**src/hw/rtl/gtlik_pkg.sv**
```systemverilog
// Package for the genotype error tip likelihood block: widths, Q-format
// constants, register indexes, letter-distance ROM and the fixed-point multiply.
// No dependencies.
package gtlik_pkg;

   localparam int GENOTYPE_COUNT = 10;
   localparam int HOMO_COUNT     = 4;
   localparam int FRAC_BITS      = 16;
   localparam int RATE_W         = 16;
   localparam int MASK_W         = GENOTYPE_COUNT;
   localparam int IDX_W          = $clog2(GENOTYPE_COUNT);
   localparam int VAL_W          = FRAC_BITS + 1;
   localparam int SUM_W          = VAL_W + 3;
   localparam int CSR_IDX_W      = 4;
   localparam int DIST_W         = 2;

   localparam logic [CSR_IDX_W-1:0] CSR_SEQ_ERROR_RATE = CSR_IDX_W'(0);
   localparam logic [CSR_IDX_W-1:0] CSR_DROPOUT_RATE   = CSR_IDX_W'(1);

   localparam logic [DIST_W-1:0] DIST_SAME = DIST_W'(0);
   localparam logic [DIST_W-1:0] DIST_ONE  = DIST_W'(1);
   localparam logic [DIST_W-1:0] DIST_TWO  = DIST_W'(2);

   localparam logic [IDX_W-1:0] LAST_IDX = IDX_W'(GENOTYPE_COUNT - 1);
   localparam logic [IDX_W-1:0] HOMO_LIM = IDX_W'(HOMO_COUNT);

   localparam logic [VAL_W-1:0] ONE = {1'b1, {FRAC_BITS{1'b0}}};

   localparam longint ONE2 = longint'(1) << (FRAC_BITS + 1);
   localparam logic [VAL_W-1:0] C3  = VAL_W'((ONE2 + 3) / 6);
   localparam logic [VAL_W-1:0] C6  = VAL_W'((ONE2 + 6) / 12);
   localparam logic [VAL_W-1:0] C8  = VAL_W'((ONE2 + 8) / 16);
   localparam logic [VAL_W-1:0] C38 = VAL_W'((3 * ONE2 + 8) / 16);
   localparam logic [VAL_W-1:0] C12 = VAL_W'((ONE2 + 12) / 24);
   localparam logic [VAL_W-1:0] C2  = VAL_W'((ONE2 + 2) / 4);

   localparam logic [DIST_W-1:0] LETTER_DIST [GENOTYPE_COUNT][GENOTYPE_COUNT] = '{
      '{2'd0, 2'd2, 2'd2, 2'd2, 2'd1, 2'd1, 2'd1, 2'd2, 2'd2, 2'd2},
      '{2'd2, 2'd0, 2'd2, 2'd2, 2'd1, 2'd2, 2'd2, 2'd1, 2'd1, 2'd2},
      '{2'd2, 2'd2, 2'd0, 2'd2, 2'd2, 2'd1, 2'd2, 2'd1, 2'd2, 2'd1},
      '{2'd2, 2'd2, 2'd2, 2'd0, 2'd2, 2'd2, 2'd1, 2'd2, 2'd1, 2'd1},
      '{2'd1, 2'd1, 2'd2, 2'd2, 2'd0, 2'd1, 2'd1, 2'd1, 2'd1, 2'd2},
      '{2'd1, 2'd2, 2'd1, 2'd2, 2'd1, 2'd0, 2'd1, 2'd1, 2'd2, 2'd1},
      '{2'd1, 2'd2, 2'd2, 2'd1, 2'd1, 2'd1, 2'd0, 2'd2, 2'd1, 2'd1},
      '{2'd2, 2'd1, 2'd1, 2'd2, 2'd1, 2'd1, 2'd2, 2'd0, 2'd1, 2'd1},
      '{2'd2, 2'd1, 2'd2, 2'd1, 2'd1, 2'd2, 2'd1, 2'd1, 2'd0, 2'd1},
      '{2'd2, 2'd2, 2'd1, 2'd1, 2'd2, 2'd1, 2'd1, 2'd1, 2'd1, 2'd0}
   };

   typedef struct packed {
      logic [IDX_W-1:0]  k;
      logic              homo_k;
      logic              homo_o;
      logic [DIST_W-1:0] letters;
      logic              all_ones;
   } tag_type;

   function automatic logic [VAL_W-1:0] fx_mul(input logic [VAL_W-1:0] a,
                                                input logic [VAL_W-1:0] b);
      logic [2*VAL_W-1:0] p;
      p = {{VAL_W{1'b0}}, a} * {{VAL_W{1'b0}}, b};
      return p[FRAC_BITS +: VAL_W];
   endfunction

endpackage

```
**src/hw/rtl/gtlik_if.sv**
```systemverilog
// Request, response and register-write channel interfaces for the tip
// likelihood block. Depends on gtlik_pkg.
interface gtlik_req_if import gtlik_pkg::*; ();
   logic              valid;
   logic              ready;
   logic [MASK_W-1:0] genotype_mask;

   modport source (output valid, output genotype_mask, input ready);
   modport sink   (input valid, input genotype_mask, output ready);
endinterface

interface gtlik_rsp_if import gtlik_pkg::*; ();
   logic             valid;
   logic             ready;
   logic [IDX_W-1:0] genotype_index;
   logic [VAL_W-1:0] likelihood;
   logic             last;

   modport source (output valid, output genotype_index, output likelihood, output last,
                   input ready);
   modport sink   (input valid, input genotype_index, input likelihood, input last,
                   output ready);
endinterface

interface gtlik_csr_if import gtlik_pkg::*; ();
   logic                 valid;
   logic                 ready;
   logic [CSR_IDX_W-1:0] index;
   logic [RATE_W-1:0]    data;

   modport source (output valid, output index, output data, input ready);
   modport sink   (input valid, input index, input data, output ready);
endinterface

```
**src/hw/rtl/genotype_error_tip_likelihood.sv**
```systemverilog
// Channel   Modport  Payload
// req       sink     genotype_mask[9:0]
// rsp       source   genotype_index[3:0], likelihood[16:0] (Q1.16), last
// csr       sink     index[3:0], data[15:0] (0: seq_error_rate, 1: dropout_rate)
//
// One request gives ten responses, one per cycle while the pipeline is not stalled;
// the next request is taken in the cycle the tenth index is issued.
// The issue counter feeds a four-stage pipeline (products, constant products,
// sum, clamp); each stage is registered and the response comes from the clamp stage.
// Reset is synchronous and clears the rates, the issue counter and all valids.
// A stalled response holds its stage; empty stages upstream keep filling.
// Depends on gtlik_pkg and gtlik_if.
module genotype_error_tip_likelihood import gtlik_pkg::*; (
   input  logic        clock,
   input  logic        reset,
   gtlik_req_if.sink   req,
   gtlik_rsp_if.source rsp,
   gtlik_csr_if.sink   csr
);

   logic [RATE_W-1:0] seq_error_rate_ff, seq_error_rate_in;
   logic [RATE_W-1:0] dropout_rate_ff, dropout_rate_in;

   logic              busy_ff, busy_in;
   logic [IDX_W-1:0]  k_ff, k_in;
   logic [IDX_W-1:0]  obs_ff, obs_in;
   logic              all_ones_ff, all_ones_in;
   logic [IDX_W-1:0]  obs_enc;

   logic              req_fire, issue;
   logic              en1, en2, en3, en4;
   logic              s1_valid_ff, s2_valid_ff, s3_valid_ff, s4_valid_ff;

   logic [VAL_W-1:0]  e_x, d_x, omd, ome;
   tag_type           s1_tag_in, s1_tag_ff, s2_tag_ff, s3_tag_ff;

   logic [VAL_W-1:0]  s1_ed_ff, s1_pde_ff, s1_pdpe_ff, s1_c6e_ff, s1_d2_ff, s1_ome_ff;
   logic [VAL_W-1:0]  s2_c2ed_ff, s2_c12ed_ff, s2_c38ed_ff, s2_c8ed_ff, s2_c3pde_ff;
   logic [VAL_W-1:0]  s2_pdpe_ff, s2_c6e_ff, s2_d2_ff, s2_ome_ff;

   logic signed [SUM_W-1:0] s3_sum_in, s3_sum_ff;
   logic [VAL_W-1:0]  s4_lh_in, s4_lh_ff;

   // register writes
   assign csr.ready = 1'b1;

   always_comb begin
      seq_error_rate_in = seq_error_rate_ff;
      dropout_rate_in   = dropout_rate_ff;
      if (csr.valid) begin
         unique case (csr.index)
            CSR_SEQ_ERROR_RATE: seq_error_rate_in = csr.data;
            CSR_DROPOUT_RATE:   dropout_rate_in   = csr.data;
            default: ;
         endcase
      end
   end

   always_ff @(posedge clock) begin
      if (reset) begin
         seq_error_rate_ff <= '0;
         dropout_rate_ff   <= '0;
      end else begin
         seq_error_rate_ff <= seq_error_rate_in;
         dropout_rate_ff   <= dropout_rate_in;
      end
   end

   // pipeline enables
   assign en4   = !s4_valid_ff || rsp.ready;
   assign en3   = !s3_valid_ff || en4;
   assign en2   = !s2_valid_ff || en3;
   assign en1   = !s1_valid_ff || en2;
   assign issue = busy_ff && en1;

   assign req.ready = !busy_ff || (issue && k_ff == LAST_IDX);
   assign req_fire  = req.valid && req.ready;

   // issue counter
   always_comb begin
      obs_enc = '0;
      for (int i = GENOTYPE_COUNT - 1; i >= 0; i--) begin
         if (req.genotype_mask[i]) obs_enc = IDX_W'(i);
      end
   end

   always_comb begin
      busy_in     = busy_ff;
      k_in        = k_ff;
      obs_in      = obs_ff;
      all_ones_in = all_ones_ff;
      if (issue) begin
         k_in = k_ff + IDX_W'(1);
         if (k_ff == LAST_IDX) busy_in = 1'b0;
      end
      if (req_fire) begin
         busy_in     = 1'b1;
         k_in        = '0;
         obs_in      = obs_enc;
         all_ones_in = (req.genotype_mask == '0) || (req.genotype_mask == '1);
      end
   end

   always_ff @(posedge clock) begin
      if (reset) begin
         busy_ff <= 1'b0;
         k_ff    <= '0;
      end else begin
         busy_ff <= busy_in;
         k_ff    <= k_in;
      end
   end

   always_ff @(posedge clock) begin
      obs_ff      <= obs_in;
      all_ones_ff <= all_ones_in;
   end

   // valid bits
   always_ff @(posedge clock) begin
      if (reset) begin
         s1_valid_ff <= 1'b0;
         s2_valid_ff <= 1'b0;
         s3_valid_ff <= 1'b0;
         s4_valid_ff <= 1'b0;
      end else begin
         if (en1) s1_valid_ff <= issue;
         if (en2) s2_valid_ff <= s1_valid_ff;
         if (en3) s3_valid_ff <= s2_valid_ff;
         if (en4) s4_valid_ff <= s3_valid_ff;
      end
   end

   // stage 1: rate products
   assign e_x = {{(VAL_W-RATE_W){1'b0}}, seq_error_rate_ff};
   assign d_x = {{(VAL_W-RATE_W){1'b0}}, dropout_rate_ff};
   assign omd = ONE - d_x;
   assign ome = ONE - e_x;

   always_comb begin
      s1_tag_in.k        = k_ff;
      s1_tag_in.homo_k   = k_ff < HOMO_LIM;
      s1_tag_in.homo_o   = obs_ff < HOMO_LIM;
      s1_tag_in.letters  = LETTER_DIST[obs_ff][k_ff];
      s1_tag_in.all_ones = all_ones_ff;
   end

   always_ff @(posedge clock) begin
      if (en1) begin
         s1_tag_ff  <= s1_tag_in;
         s1_ed_ff   <= fx_mul(e_x, d_x);
         s1_pde_ff  <= fx_mul(omd, e_x);
         s1_pdpe_ff <= fx_mul(omd, ome);
         s1_c6e_ff  <= fx_mul(C6, e_x);
         s1_d2_ff   <= fx_mul(C2, d_x);
         s1_ome_ff  <= ome;
      end
   end

   // stage 2: constant products
   always_ff @(posedge clock) begin
      if (en2) begin
         s2_tag_ff   <= s1_tag_ff;
         s2_c2ed_ff  <= fx_mul(C2, s1_ed_ff);
         s2_c12ed_ff <= fx_mul(C12, s1_ed_ff);
         s2_c38ed_ff <= fx_mul(C38, s1_ed_ff);
         s2_c8ed_ff  <= fx_mul(C8, s1_ed_ff);
         s2_c3pde_ff <= fx_mul(C3, s1_pde_ff);
         s2_pdpe_ff  <= s1_pdpe_ff;
         s2_c6e_ff   <= s1_c6e_ff;
         s2_d2_ff    <= s1_d2_ff;
         s2_ome_ff   <= s1_ome_ff;
      end
   end

   // stage 3: select and sum
   function automatic logic signed [SUM_W-1:0] sx(input logic [VAL_W-1:0] v);
      return $signed({{(SUM_W-VAL_W){1'b0}}, v});
   endfunction

   always_comb begin
      s3_sum_in = '0;
      if (s2_tag_ff.all_ones) begin
         s3_sum_in = sx(ONE);
      end else begin
         case (s2_tag_ff.letters)
            DIST_SAME: begin
               if (s2_tag_ff.homo_o) s3_sum_in = sx(s2_ome_ff) + sx(s2_c2ed_ff);
               else                  s3_sum_in = sx(s2_pdpe_ff) + sx(s2_c12ed_ff);
            end
            DIST_ONE: begin
               if (s2_tag_ff.homo_k)
                  s3_sum_in = sx(s2_c12ed_ff) + sx(s2_c3pde_ff);
               else if (s2_tag_ff.homo_o)
                  s3_sum_in = sx(s2_d2_ff) + sx(s2_c6e_ff) - sx(s2_c38ed_ff);
               else
                  s3_sum_in = sx(s2_c6e_ff) - sx(s2_c8ed_ff);
            end
            DIST_TWO: begin
               if (s2_tag_ff.homo_o) s3_sum_in = sx(s2_c12ed_ff);
            end
            default: s3_sum_in = '0;
         endcase
      end
   end

   always_ff @(posedge clock) begin
      if (en3) begin
         s3_tag_ff <= s2_tag_ff;
         s3_sum_ff <= s3_sum_in;
      end
   end

   // stage 4: clamp into the response register
   always_comb begin
      if (s3_sum_ff[SUM_W-1])       s4_lh_in = '0;
      else if (s3_sum_ff > sx(ONE)) s4_lh_in = ONE;
      else                          s4_lh_in = s3_sum_ff[VAL_W-1:0];
   end

   logic [IDX_W-1:0] s4_k_ff;

   always_ff @(posedge clock) begin
      if (en4) begin
         s4_lh_ff <= s4_lh_in;
         s4_k_ff  <= s3_tag_ff.k;
      end
   end

   assign rsp.valid          = s4_valid_ff;
   assign rsp.genotype_index = s4_k_ff;
   assign rsp.likelihood     = s4_lh_ff;
   assign rsp.last           = s4_k_ff == LAST_IDX;

`ifndef SYNTHESIS
   a_last_index: assert property (@(posedge clock) disable iff (reset)
      rsp.valid && rsp.last |-> rsp.genotype_index == LAST_IDX)
      else $error("last flag on a response other than the final index");

   a_clamped: assert property (@(posedge clock) disable iff (reset)
      rsp.valid |-> rsp.likelihood <= ONE)
      else $error("likelihood above one");

   a_start: assert property (@(posedge clock) disable iff (reset)
      req.valid && req.ready |=> busy_ff && k_ff == '0)
      else $error("accepted request did not restart the issue counter");

   a_no_drop: assert property (@(posedge clock) disable iff (reset)
      s4_valid_ff && !rsp.ready |=> s4_valid_ff)
      else $error("stalled response dropped");
`endif

endmodule

```
**src/flat_wrapper.sv**
```systemverilog
// flat-port wrapper written by rule: the top's interface ports become plain ports
module genotype_error_tip_likelihood_flat import gtlik_pkg::*;
  (clock, reset, req_valid, req_genotype_mask, req_ready, rsp_valid, rsp_genotype_index, rsp_likelihood, rsp_last, rsp_ready, csr_valid, csr_index, csr_data, csr_ready);
  gtlik_req_if req_i ();
  gtlik_rsp_if rsp_i ();
  gtlik_csr_if csr_i ();
  input  logic clock;
  input  logic reset;
  input wire logic [$bits(req_i.valid)-1:0] req_valid;
  input wire logic [$bits(req_i.genotype_mask)-1:0] req_genotype_mask;
  output wire logic [$bits(req_i.ready)-1:0] req_ready;
  output wire logic [$bits(rsp_i.valid)-1:0] rsp_valid;
  output wire logic [$bits(rsp_i.genotype_index)-1:0] rsp_genotype_index;
  output wire logic [$bits(rsp_i.likelihood)-1:0] rsp_likelihood;
  output wire logic [$bits(rsp_i.last)-1:0] rsp_last;
  input wire logic [$bits(rsp_i.ready)-1:0] rsp_ready;
  input wire logic [$bits(csr_i.valid)-1:0] csr_valid;
  input wire logic [$bits(csr_i.index)-1:0] csr_index;
  input wire logic [$bits(csr_i.data)-1:0] csr_data;
  output wire logic [$bits(csr_i.ready)-1:0] csr_ready;
  assign req_i.valid = req_valid;
  assign req_i.genotype_mask = req_genotype_mask;
  assign req_ready = req_i.ready;
  assign rsp_valid = rsp_i.valid;
  assign rsp_genotype_index = rsp_i.genotype_index;
  assign rsp_likelihood = rsp_i.likelihood;
  assign rsp_last = rsp_i.last;
  assign rsp_i.ready = rsp_ready;
  assign csr_i.valid = csr_valid;
  assign csr_i.index = csr_index;
  assign csr_i.data = csr_data;
  assign csr_ready = csr_i.ready;
  genotype_error_tip_likelihood u_core (.clock(clock), .reset(reset), .req(req_i), .rsp(rsp_i), .csr(csr_i));
endmodule
```
**config.mk**
```make
export PLATFORM = sky130hd
export DESIGN_NAME = genotype_error_tip_likelihood_flat
export DESIGN_NICKNAME = d
export VERILOG_FILES = /design/src/hw/rtl/gtlik_pkg.sv /design/src/hw/rtl/gtlik_if.sv /design/src/hw/rtl/genotype_error_tip_likelihood.sv /design/src/flat_wrapper.sv
export SDC_FILE = /design/constraint.sdc
export NUM_CORES = 2
export LEC_CHECK = 0
export ABC_AREA = 1
export BUFFER_PORTS_ARGS = -buffer_cell sky130_fd_sc_hd__buf_2
export CORE_MARGIN = 2
export CORE_UTILIZATION = 30
export DETAILED_ROUTE_END_ITERATION = 7
export PLACE_DENSITY_LB_ADDON = 0.12
export SETUP_SLACK_MARGIN = 0.2
export SLEW_MARGIN = 20
export SYNTH_ARGS = -nofsm -noshare
export SYNTH_HDL_FRONTEND = slang
export SYNTH_SLANG_ARGS = --single-unit
```
**constraint.sdc**
```tcl
create_clock -name clock -period 12.5 [get_ports clock]
set_input_delay 0 -clock clock [delete_from_list [all_inputs] [get_ports clock]]
set_output_delay 0 -clock clock [all_outputs]
set_load 0.03 [all_outputs]
```
* Word level (Yosys, flattened, before mapping)
Memories as Yosys holds them, arrays and structs flattened.
Index checks and enable logic that the tools add are counted.
** Cells by class
- Multiply operators :: 7
- Multiplexer cells :: 23
- Add/subtract/negate cells :: 9
- Equality and inequality tests :: 6
- Reduce and logical (&&, ||, !) cells :: 27
- Magnitude comparators :: 5
- Bitwise gates (word level) :: 2
** Operators by type and width (count)
- two-way mux 20 bit :: 5
- one-hot mux 20 bit (3 select lines) :: 1
- subtractor 17 x 16 -> 17 bit (first input constant) :: 2
- multiplier 17 x 16 -> 33 bit :: 1
- multiplier 17 x 17 -> 33 bit :: 1
- multiplier 15 x 17 -> 32 bit (first input constant) :: 1
- multiplier 16 x 16 -> 32 bit :: 1
- multiplier 13 x 17 -> 30 bit (first input constant) :: 1
- multiplier 14 x 16 -> 30 bit (first input constant) :: 1
- greater-than comparator 20 x 18 -> 1 bit (second input constant) :: 1
- subtractor 20 x 17 -> 20 bit :: 1
- multiplier 2 x 17 -> 19 bit (first input constant) :: 1
- adder 17 x 14 -> 18 bit :: 1
- adder 17 x 16 -> 18 bit :: 1
- adder 14 x 16 -> 17 bit :: 1
- two-way mux 17 bit :: 1
- adder 15 x 15 -> 16 bit :: 1
- subtractor 15 x 14 -> 16 bit :: 1
- two-way mux 14 bit :: 1
- two-way mux 3 bit :: 4
- == test 10 bit (second input constant) :: 1
- >= comparator 5 bit (second input constant) :: 2
- logical NOT 10 bit :: 1
- NOT 4 -> 5 bit :: 2
- other kinds (20) :: 45
** Storage, ports and cells
- Memories kept :: 1
- Memory bits (read-only) :: 320
- Logic and storage cells :: 123
- Output and inout bits :: 25
- Register bits :: 347
** Memory list
- (name not given) :: words 16, bits a word 20, rd ports 1, clocked after memory_dff 0, write ports 0, RTL line genotype_error_tip_likelihood.sv:144 : s1_tag_in.letters = LETTER_DIST[obs_ff][k_ff];

* Logic depth before layout (Yosys ltp)
- Word-level depth :: 11
- Mapped depth :: 36

* Least setup slack after synthesis
Ideal clock, no wire load.
- Path type :: reg-to-reg
- From :: reg u_core.dropout_rate_ff[0]
- To :: reg u_core.s1_pdpe_ff[16], data pin
- Arrival time :: 6322 ps
- Buffers on the path :: 2
- Stages on the path, launching flop included :: 33
- Setup slack :: 5926 ps
- Clock period less this slack :: 6574 ps
- Cell sequence :: dfxtp_1 -> inv_2 -> clkbuf_1 -> ha_1 -> nand2_2 -> nor2_2 -> nand2_1 -> nor2_4 -> nand2_1 -> o21ai_0 -> nand2_2 -> inv_2 -> buf_4 -> nand2_1 -> fa_1 -> fa_1 -> fa_1 -> inv_1 -> fa_1 -> fa_1 -> inv_1 -> fa_1 -> inv_1 -> ha_1 -> nand2_1 -> nor2_1 -> nand2_1 -> o21ai_0 -> nand2_1 -> nand2_1 -> inv_1 -> nand2_1 -> nand2_1
** On the way
- Word-level cells in the longest chain between the ends :: 2
** RTL lines
- start: declaration :: RTL line genotype_error_tip_likelihood.sv:22 : logic [RATE_W-1:0] dropout_rate_ff, dropout_rate_in;
- start signal: assignment :: RTL line genotype_error_tip_likelihood.sv:65 : dropout_rate_ff <= dropout_rate_in;
- subtractor 17 x 16 -> 17 bit :: RTL line genotype_error_tip_likelihood.sv:137 : assign omd = ONE - d_x;
- multiplier 17 x 17 -> 33 bit :: RTL line gtlik_pkg.sv:61 : p = {{VAL_W{1'b0}}, a} * {{VAL_W{1'b0}}, b};
- end signal: assignment :: RTL line genotype_error_tip_likelihood.sv:153 : s1_pdpe_ff <= fx_mul(omd, ome);
- end: declaration :: RTL line genotype_error_tip_likelihood.sv:37 : logic [VAL_W-1:0] s1_ed_ff, s1_pde_ff, s1_pdpe_ff, s1_c6e_ff, s1_d2_ff, s1_ome_ff;
No other way between the ends.
A chain may end at the register's enable or synchronous reset.

* Worst setup path after layout
- From :: reg u_core.seq_error_rate_ff[0]
- To :: reg u_core.s1_pdpe_ff[14], data pin
** On the way
- Word-level cells in the longest chain between the ends :: 2
** RTL lines
- start: declaration :: RTL line genotype_error_tip_likelihood.sv:21 : logic [RATE_W-1:0] seq_error_rate_ff, seq_error_rate_in;
- start signal: assignment :: RTL line genotype_error_tip_likelihood.sv:64 : seq_error_rate_ff <= seq_error_rate_in;
- subtractor 17 x 16 -> 17 bit :: RTL line genotype_error_tip_likelihood.sv:138 : assign ome = ONE - e_x;
- multiplier 17 x 17 -> 33 bit :: RTL line gtlik_pkg.sv:61
No other way between the ends.

==> metrics.md <==
| Metric | Value |
|---|---|
| Run status | finished clean |
| Final Hold Vio Count | 0 |
| Worst slew pin tran | 1.08 ns |
| Detailed Route Iter0 Violations | 2780 |
| Fin nets | 8419 |
| RSZ-0062 raised after global routing | false |
| Critical Path AT | 8.57 ns |
| Cts bufs inserted | 43 |
| Core box area | 187000 um2 |
| Final min period | 8.20 ns |
| Multi-input logic area | 40000 um2 |
| Avg Cell Area, Syn | 8.28 um2 |
| Die width | 437 um |
| Yosys warning count | 0 |
| Mux contribution to synthesized area | 0% |
| Post-Synth Adder-Cell Area | 45.4% |
| Synth Area in Compound Gates | 7.11% |
| Setup CP Type | reg2reg |
| Place WS | 4.38 ns |
| CTS sink count | 328 |
| Detailed Route WL | 191000 um |
| Drt pass-1 iters | 7 |
| EDFF count, synth | 287 |
| Relative slew margins | 27.6% |
| DR vias/cell | 4.72 |
| Initial Utilization | 30.1% |
| Placed cell area | 59500 um2 |
| CP required | 12.87 ns |
| Largest family of logic cells by synthesized area | adder cells |
| Cts repair resizes | 0 |
| CTS tree | done |
| Max Freq | 122 MHz |
| Pin count of the biggest net entering global routing | 70 |
| Fin area | 61200 um2 |
| Routed len/inst | 20.4 um |
| Area grow syn2layout | 8.70% |
| Xor/xnor share of the synthesized area | 1.93% |
| CTS Hold Bufs | 36 |
| Worst IR drop on VDD | 103 uV |
| Die height | 437 um |
| Fin worst setup slack | 4.30 ns |
| Seq/Total Area, Yosys | 16.8% |
| Final period utilization | 65.6% |
| Grt ovf | 0 |
| H-tree depth | 2 |
| Register Area | 9440 um2 |
| Clock root cell | clkbuf_16 |
| Row count | 159 |
| Fin Setup TNS | 0 ns |
| Routability cong. | 0.872 |
| Most used cell, CP | fa_1 |
| Max-cap violations | 0 |
| Most frequent cells in the layout | inv_1 (1612), nand2_1 (1322), fa_1 (830) |
| GRT Util Overall | 20.0% |
| PwrDens | 95.6 nW/um2 |
| First-pass GRT wire length | 289000 um |
| #FFs+latches synth | 328 |
| CP max stage delay | 0.70 ns |
| Cells after synthesis | 6799 |
| Dpl hpwl | 157000 um |
| Ys async rst share | 0% |
| Synth cell types | 63 |
| Critical Path End Type | flop |
| Fill count | 19702 |
| Buffers on Ports | 58 |
| Post-CTS Setup Bufs | 0 |
| Clk_lat worst skew | 0.65 ns |
| Critical path's slowest cell | nor2_2 |
| Clock-pin slew on the worst setup and hold paths | 0.06 ns |
| Die area | 191000 um2 |
| Layout cell share with drive strength beyond 1 | 3.76% |
| Initial antenna violation count | 3 |
| Leak pwr | 0.0316 uW |
| Hold WC Path Type | in2reg |
| # setup viols final | 0 |
| Final ANT Viol Nets | 0 |
| Post-synthesis cell area | 56300 um2 |
| IO Pins | 60 |
| Detailed-route via count | 44236 |
| Top_reg_cell synth | edfxtp_1 |
| Max-slew violations | 0 |
| Most common cell after layout, fill and taps aside | inv_1 |
| Simple-gate area share of the yosys netlist | 16.5% |
| Worst-case clock buffer depth | 3 |
| Post-Syn Nets | 8381 |
| CP delay by family, top | adder cells |
| Critical path fanouts, max | 26 |
| Vias in the first global route | 46403 |
| Clock skew | 0.0362 ns |
| Drt drc | 0 |
| Type of origin of the critical path | flop |
| Worst path bufs/invs | 6 |
layer usage:
metal | wire length (um) | vias to the layer above | GRT usage [%]
met1 | 86800 | 22044 | 26.9
li1 | - | 21120 | -
met3 | 6560 | 196 | 1.42
met5 | 0 | - | 0
met4 | 5150 | 0 | 5.14
met2 | 92300 | 876 | 34.6
cell families after synthesis:
kind of cell,Yosys count
DFF,328
xor gates and xnor gates,124
adders and majority gates,1547
and+or+nand+nor,2267
other,1
buffers and inverters,1808
AOI/OAI and AO/OA,724
where the power goes:
group	internal [uW]	switching (uW)
Clock	663	548
Combinational	1090	2040
Sequential	1400	116
registers in the layout, indices dropped and copies added (netlist names), 15 cells and up:
register and count:
u_core.s1_ome_ff 17, u_core.rsp.likelihood 17, u_core.seq_error_rate_ff 16, u_core.dropout_rate_ff 16, u_core.s2_d2_ff 15, u_core.s1_pde_ff 17
u_core.s3_sum_ff 20, u_core.s2_pdpe_ff 17, u_core.s1_pdpe_ff 17, u_core.s1_ed_ff 16, u_core.s2_c2ed_ff 15, u_core.s2_c38ed_ff 15
u_core.s2_c3pde_ff 16, u_core.s1_d2_ff 15, u_core.s2_ome_ff 17
Yosys cell counts (41+ instances only):
cell type,count,share of area (%)
a21oi_1,357,3.2
clkbuf_1,108,0.72
dfxtp_1,41,1.5
edfxtp_1,287,15
fa_1,830,29
ha_1,717,16
inv_1,1615,11
nand2_1,1322,8.8
nand3_1,258,2.3
nand4_1,54,0.60
nor2_1,512,3.4
nor3_1,47,0.42
o21ai_0,213,1.9
xnor2_1,50,0.78
xor2_1,74,1.2
metrics by stage:
stage,std cells,hold slack [ns],utilization [%],power (uW)
6_report,9368,0.105,32.7,5850
5_1_grt,9366,0.141,32.7,6380
4_1_cts,9365,0.0714,32.7,5930
3_5_place_dp,9251,0.266,31.8,4660
3_3_place_gp,9251,0.257,31.8,4680
2_1_floorplan,6799,0.0691,-,3650
path summary, 6_finish.rpt:
path	end	slack (ns)	cells after the start	startpoint
worst max-delay path	u_core.s1_pdpe_ff[14]	4.30	28	u_core.seq_error_rate_ff[0]
worst min-delay path	u_core.dropout_rate_ff[9]	0.11	4	csr_index[2]
worst max register to register	u_core.s1_pdpe_ff[14]	4.30	28	u_core.seq_error_rate_ff[0]
worst min register to register	u_core.rsp.genotype_index[1]	0.41	0	u_core.s3_tag_ff[6]
layout make-up:
type / count / area share [%]
multi-input cells: 4663 / 65.3
flip-flops and latches: 328 / 15.4
inverters: 1640 / 10.1
well taps: 2495 / 5.10
repair buffers: 161 / 1.88
clock buffers: 49 / 1.79
clock inverters: 29 / 0.413
diodes: 3 / 0.0123
tightest hold or removal path, delay by kind of cell:
kind / cells / cell delay (ns)
AOI/OAI and AO/OA: 1 / 0.13
buffers and inverters: 1 / 0.07
and+or+nand+nor: 2 / 0.48
(Power assumes the default switching activity.)
